[config.mk]
export PLATFORM = sky130hd
export DESIGN_NAME = address_match_mask_table_unit
export DESIGN_NICKNAME = d
export VERILOG_FILES = /design/src/sv/ammt_pkg.sv /design/src/sv/address_match_mask_table_unit.sv /design/src/sv/ammt_cell.sv
export SDC_FILE = /design/constraint.sdc
export NUM_CORES = 2
export LEC_CHECK = 0
export ABC_AREA = 1
export BUFFER_PORTS_ARGS = -buffer_cell sky130_fd_sc_hd__buf_2
export CAP_MARGIN = 10
export CORE_ASPECT_RATIO = 0.9
export CORE_MARGIN = 8
export CORE_UTILIZATION = 45
export CTS_CLUSTER_DIAMETER = 80
export DETAILED_ROUTE_END_ITERATION = 10
export HOLD_SLACK_MARGIN = 0.12
export PLACE_DENSITY = 0.61
export SLEW_MARGIN = 20
export SYNTH_ARGS = -nofsm -noshare
export SYNTH_HDL_FRONTEND = slang
export SYNTH_HIERARCHICAL = 1
export SYNTH_SLANG_ARGS = --single-unit
[constraint.sdc]
create_clock -name clock -period 9.8 [get_ports clock]
set_input_delay 2.45 -clock clock [delete_from_list [all_inputs] [get_ports clock]]
set_output_delay 2.45 -clock clock [all_outputs]
set_load 0.03 [all_outputs]
[src/sv/ammt_pkg.sv]
// Package for the address match mask table unit: sizes, command codes and
// the transaction token that travels along the cell chain. No dependencies.
`default_nettype none

package ammt_pkg;

   localparam int TABLE_ENTRIES = 16;
   localparam int COUNT_WIDTH   = $clog2(TABLE_ENTRIES + 1);
   localparam int CMD_WIDTH     = 2;
   localparam int ADDR_WIDTH    = 32;
   localparam int BITS_WIDTH    = 9;
   localparam int USED_WIDTH    = 5;

   typedef enum logic [CMD_WIDTH-1:0] {
      CMD_CLEAR  = 2'd0,
      CMD_ADD    = 2'd1,
      CMD_LOOKUP = 2'd2
   } cmd_type;

   typedef struct packed {
      logic                   live;
      cmd_type                cmd;
      logic [ADDR_WIDTH-1:0]  address;
      logic [BITS_WIDTH-1:0]  hook_bits;
      logic [BITS_WIDTH-1:0]  found_bits;
      logic                   hit;
      logic                   placed;
      logic [COUNT_WIDTH-1:0] used;
   } token_type;

endpackage

`default_nettype wire

[src/sv/address_match_mask_table_unit.sv]
// Address match mask table unit: a chain of TABLE_ENTRIES cells, one entry each.
// Each transaction passes through the token register of every cell in turn, and its result
// can be taken from the final cell once it has passed through all TABLE_ENTRIES cells.
// Throughput: one transaction per cycle; the chain holds only while a result waits under
// rsp_stall, and the final cell's token register is the output register.
// Synchronous reset empties the table and the chain; entry contents are not cleared.
`default_nettype none

module address_match_mask_table_unit import ammt_pkg::*; (
   input  logic                  clock,
   input  logic                  reset,
   input  logic                  req_valid,
   output logic                  req_stall,
   input  logic [CMD_WIDTH-1:0]  req_command,
   input  logic [ADDR_WIDTH-1:0] req_address,
   input  logic [BITS_WIDTH-1:0] req_hook_bits,
   output logic                  rsp_valid,
   input  logic                  rsp_stall,
   output logic [BITS_WIDTH-1:0] rsp_found_bits,
   output logic                  rsp_hit,
   output logic                  rsp_dropped,
   output logic [USED_WIDTH-1:0] rsp_used_entries
);

   token_type chain [TABLE_ENTRIES+1];
   token_type last_tok;
   logic      advance;

   assign last_tok  = chain[TABLE_ENTRIES];
   assign advance   = !last_tok.live || !rsp_stall;
   assign req_stall = !advance;

   always_comb begin
      chain[0].live       = req_valid;
      chain[0].cmd        = cmd_type'(req_command);
      chain[0].address    = req_address;
      chain[0].hook_bits  = req_hook_bits;
      chain[0].found_bits = '0;
      chain[0].hit        = 1'b0;
      chain[0].placed     = 1'b0;
      chain[0].used       = '0;
   end

   for (genvar i = 0; i < TABLE_ENTRIES; i++) begin : g_cell
      ammt_cell u_cell (
         .clock    (clock),
         .reset    (reset),
         .advance  (advance),
         .prev_tok (chain[i]),
         .next_tok (chain[i+1])
      );
   end

   assign rsp_valid        = last_tok.live;
   assign rsp_found_bits   = last_tok.found_bits;
   assign rsp_hit          = last_tok.hit;
   assign rsp_dropped      = (last_tok.cmd == CMD_ADD) && !last_tok.hit && !last_tok.placed;
   assign rsp_used_entries = USED_WIDTH'(last_tok.used);

endmodule

`default_nettype wire

[src/sv/ammt_cell.sv]
// One table cell: holds a single entry and passes the transaction token on.
// Depends on ammt_pkg.
`default_nettype none

module ammt_cell import ammt_pkg::*; (
   input  logic      clock,
   input  logic      reset,
   input  logic      advance,
   input  token_type prev_tok,
   output token_type next_tok
);

   logic                  valid_ff, valid_in;
   logic [ADDR_WIDTH-1:0] address_ff, address_in;
   logic [BITS_WIDTH-1:0] bits_ff, bits_in;
   token_type             tok_ff, tok_in;
   logic                  match;

   always_comb begin
      match      = valid_ff && (address_ff == prev_tok.address);
      valid_in   = valid_ff;
      address_in = address_ff;
      bits_in    = bits_ff;
      tok_in     = prev_tok;
      case (prev_tok.cmd)
         CMD_CLEAR: begin
            valid_in = 1'b0;
         end
         CMD_ADD: begin
            if (!prev_tok.hit && match) begin
               bits_in    = bits_ff | prev_tok.hook_bits;
               tok_in.hit = 1'b1;
            end else if (!prev_tok.hit && !prev_tok.placed && !valid_ff) begin
               valid_in      = 1'b1;
               address_in    = prev_tok.address;
               bits_in       = prev_tok.hook_bits;
               tok_in.placed = 1'b1;
            end
         end
         CMD_LOOKUP: begin
            if (match) begin
               tok_in.found_bits = bits_ff;
               tok_in.hit        = 1'b1;
            end
         end
         default: begin
         end
      endcase
      tok_in.used = prev_tok.used + COUNT_WIDTH'(valid_in);
   end

   always_ff @(posedge clock) begin
      if (reset) begin
         valid_ff    <= 1'b0;
         tok_ff.live <= 1'b0;
      end else if (advance) begin
         tok_ff <= tok_in;
         if (prev_tok.live) begin
            valid_ff <= valid_in;
         end
      end
   end

   always_ff @(posedge clock) begin
      if (advance && prev_tok.live) begin
         address_ff <= address_in;
         bits_ff    <= bits_in;
      end
   end

   assign next_tok = tok_ff;

endmodule

`default_nettype wire

# Yosys cells after proc, flatten, opt, wreduce, memory -nomap -nowiden
# Cells that the tools add are included.
# totals
ff_bits	1587
inputBits	47
output_inout_bits	18
wordCells	674
# classes
n_addsub	15
eq_ne	50
n_mux	188
bitwise	35
reduce_logical	212
# op_table
operator	n
$eq A32 B32 Y1	16
$mux W9	47
$mux W10	15
$or A9 B9 Y9	16
$mux W1	94
$logic_and A1 B1 Y1	79
$add A5 B1 Y5	14
$pmux W1 S2	32
$reduce_and A4 Y1	16
$logic_not A1 Y1	50
$reduce_and A3 Y1	16
$reduce_and A2 Y1	18
$eq A2 B1 Y1 const B	17
$eq A2 B2 Y1 const B	16
$logic_not A2 Y1	16
$reduce_bool A2 Y1	15
$not A1 Y1	19
$add A1 B1 Y2	1
$ne A2 B2 Y1 const B	1
$reduce_or A2 Y1	1
$logic_or A1 B1 Y1	1

# Longest topological paths before layout
# logic_depth
word_depth	7
depth_mapped	11
depth_no_buf	11

# Modules after synthesis
# The synthesis kept the hierarchy.
# modules_own_cells
mod	instances	cells_per_inst	area_per_inst_um2	seq_area_each_um2
ammt_cell at g_cell[2].u_cell ...	7	409	4426.7	3042.9
ammt_cell at g_cell[0].u_cell ...	5	406	4423.0	3042.9
ammt_cell at g_cell[14].u_cell ...	2	407	4423.0	3042.9
ammt_cell at g_cell[8].u_cell	1	408	4426.7	3042.9
ammt_cell at g_cell[1].u_cell	1	400	4404.2	3042.9
address_match_mask_table_unit	1	9	33.8	0.0

# Worst setup path before layout
# Ideal clock, no wire load.
# synth_path
path_kind	input port to flip-flop
start	in rsp_stall
end	reg g_cell[0].u_cell.tok_ff (netlist bit g_cell[0].u_cell/next_tok[0]), enable pin
setup_time_ps	476
arrival_time_ps	5591
required_ps	9324
setup_slack_ps	3733
cell_stages	3
path_buffers	0
path_cell_list	nand2_1 -> inv_1 -> nor2_1
# synth_between
elab_chain_cells	3
# synth_lines
item	line	source
from (decl)	address_match_mask_table_unit.sv:18	input logic rsp_stall,
$logic_not A1 Y1	address_match_mask_table_unit.sv:30	assign advance = !last_tok.live || !rsp_stall;
$logic_or A1 B1 Y1	address_match_mask_table_unit.sv:30	
$reduce_and A2 Y1 (no line)	-	
to (signal assigned)	ammt_cell.sv:57	tok_ff <= tok_in;
to (decl)	ammt_cell.sv:16	token_type tok_ff, tok_in;
# Every way passes these cells.
# A chain may end at the register's enable or synchronous reset.

# Worst setup path in the final report
# layout_path
start	in rsp_stall
end	out req_stall
# layout_between
elab_chain_cells	3
# layout_lines
item	line	source
$logic_not A1 Y1	address_match_mask_table_unit.sv:30	
$logic_or A1 B1 Y1	address_match_mask_table_unit.sv:30	
via advance	address_match_mask_table_unit.sv:27	logic advance;
$logic_not A1 Y1	address_match_mask_table_unit.sv:31	assign req_stall = !advance;
to (decl)	address_match_mask_table_unit.sv:13	output logic req_stall,
# The timed path passes the listed nets, and every way through them passes these cells.

==> flow_summary.toml <==
[routing]
drt_iter0_markers = 4014
via_count = 43813
vias_per_cell = 4.952
drc = 0
ant_nets = 0
routed_wl_um = 153300
drtPass1Iterations = 6
drt-wirelength-per-cell_um = 17.33

[critical_path]
rr_startpoint = "g_cell[10].u_cell/next_tok[39]$_DFFE_PP_"
endpoint_kind = "output pin"
reg2reg_depth = 7
timing.reg2reg.setup_slack_ps = 7000
path_class = "primary input to output pin"
r2r-end = "g_cell[11].u_cell/bits_ff[6]$_DFFE_PP_"
critical_path_arrival_ps = 3360
required_ps = 7350
start_kind = "primary input"
worst-path-max-fanout = 33

[timing]
layout_setup_ws_ps = 3986
grt_setup_unrepaired = "no"
hold_violations = 0
hold-worst-slack_ps = 452.3
report.final.slew_viol_count = 0
tightest_slew_ps = 1049
max_slew_margin_pct = 29.79
fin_crit_sh_pct = 59.33
fmax_mhz = 172.0
fin_crit_ps = 5814
fin_skew_ps = 20.19
setup_violations = 0
fin_setup_tns_ps = 0

[yosys]
synth.avg_cell_area_um2 = 10.73
syn_inst = 6483
synth_area_um2 = 69580
synth_warnings = 6

[floorplan]
num_rows = 137
io_pins = 65
initial_utilization_pct = 45.10
die-width_um = 430.5
core_um2 = 154300
dieArea_um2 = 167500
die_y_um = 389.0

[cts]
post_cts_buffers = 0
root_buffer = "clkbuf_16"
cts_buffers = 159
cts_num_sinks = 1591
htreeDepth = 4
tritoncts = "done"
cts_resized = 0
holdBufCountCts = 0
clockBufferDepth = 3
clk_pin_slew_ps = 60
clk_latency_ps = 770

[power_and_ir_drop]
p_sw_uw = 3177
seqPwrFrac_pct = 54.2
power.leakage_uw = 0.03321
power_density_nw_per_um2 = 189.4
power_uw = 14740
clockPowerShare_pct = 41.9
combPwrFrac_pct = 3.9
vdd_ir_drop_max_v = 0.0001713
internal_power_uw = 11570
netSwitchingFraction_pct = 21.55

[layout]
final_cell_mix = "2008 x nand2_1, 1559 x edfxtp_1, 1134 x inv_1, 514 x nor2_1, 377 x nand4_1"
final_common_cell = "nand2_1"
syn_to_final_growth_pct = 11.89
drive_gt1_share_pct = 7.406
fin_area_um2 = 77860
nFillCells = 13656
final_nets = 6834

[run]
maxCapViolCount = 0

[placement]
place.port_buffers = 64
dpl.hpwl_um = 113600
gp_congestion = 0.9065
place_ws_ps = 3979
placed_area_um2 = 72580

[global_routing]
grt_pass1_wl_um = 237700
grt_pass1_vias = 42040
grt.overflow.total = 0
antenna_found_initial = 1
grt_max_degree = 60
grt_usage_pct = 17.94

[outcome]
status = "complete, no violations"

[worst_hold_path]
hp-class = "flip-flop to flip-flop"
hold_start = "g_cell[14].u_cell/next_tok[32]$_DFFE_PP_"
holdPathEnd = "g_cell[15].u_cell/address_ff[7]$_DFFE_PP_"
hold_depth = 0
==> sequential cells by signal, summed over array words and instances (netlist names) <==
register and count:
g_cell.u_cell/next_tok 919, g_cell.u_cell/address_ff 512, g_cell.u_cell/valid_ff 16, g_cell.u_cell/bits_ff 144
==> worst max path at each step <==
stage / startpoint / depth (start not counted) / to
final: rsp_stall / 5 / req_stall
after global routing: rsp_stall / 5 / req_stall
after detailed placement: rsp_stall / 5 / req_stall
after CTS: rsp_stall / 5 / req_stall
after global placement: rsp_stall / 5 / req_stall
after floorplan: rsp_stall / 3 / g_cell[0].u_cell/next_tok[0]$_DFFE_PP_
==> power by group through the flow <==
stage,Combinational [uW],Clock [uW],Sequential (uW)
4_1_cts,570,6330,8010
5_1_grt,650,6580,8030
6_report,573,6170,8000
3_5_place_dp,567,0,8150
2_1_floorplan,398,0,8030
3_3_place_gp,555,0,8150
==> layer usage <==
layer  part of all wire, %  track usage (%)  up-vias
met5                     0                0        -
met4                   2.3            4.736        0
met3                   5.4            2.768      257
met2                    46            29.04     1115
met1                    46            25.45    20668
li1                      -                -    21773
==> critical path, stage by stage <==
cell	delay, ps
buf_2	120
nand2_2	50
buf_4	460
inv_1	80
buf_2	190
==> stage by stage <==
step	utilization, %	std cells
floorplan	-	6506
CTS	50.46	8847
finish	50.47	8848
global route	50.47	8848
detailed placement	47.05	8561
global placement	47.05	8561
==> final cells by class <==
type / instances / area, um^2 / share of cell area (%)
Sequential cell: 1591 / 47460 / 60.95
Clock buffer: 203 / 4228 / 5.430
Clock inverter: 83 / 1044 / 1.340
Inverter: 1169 / 4388 / 5.636
Multi-Input combinational cell: 3690 / 17650 / 22.68
Tap cell: 2015 / 2521 / 3.238
Antenna cell: 1 / 2.502 / 0.003214
Timing Repair Buffer: 96 / 563.0 / 0.7232
Note: power is estimated with default switching activity, not from simulation.
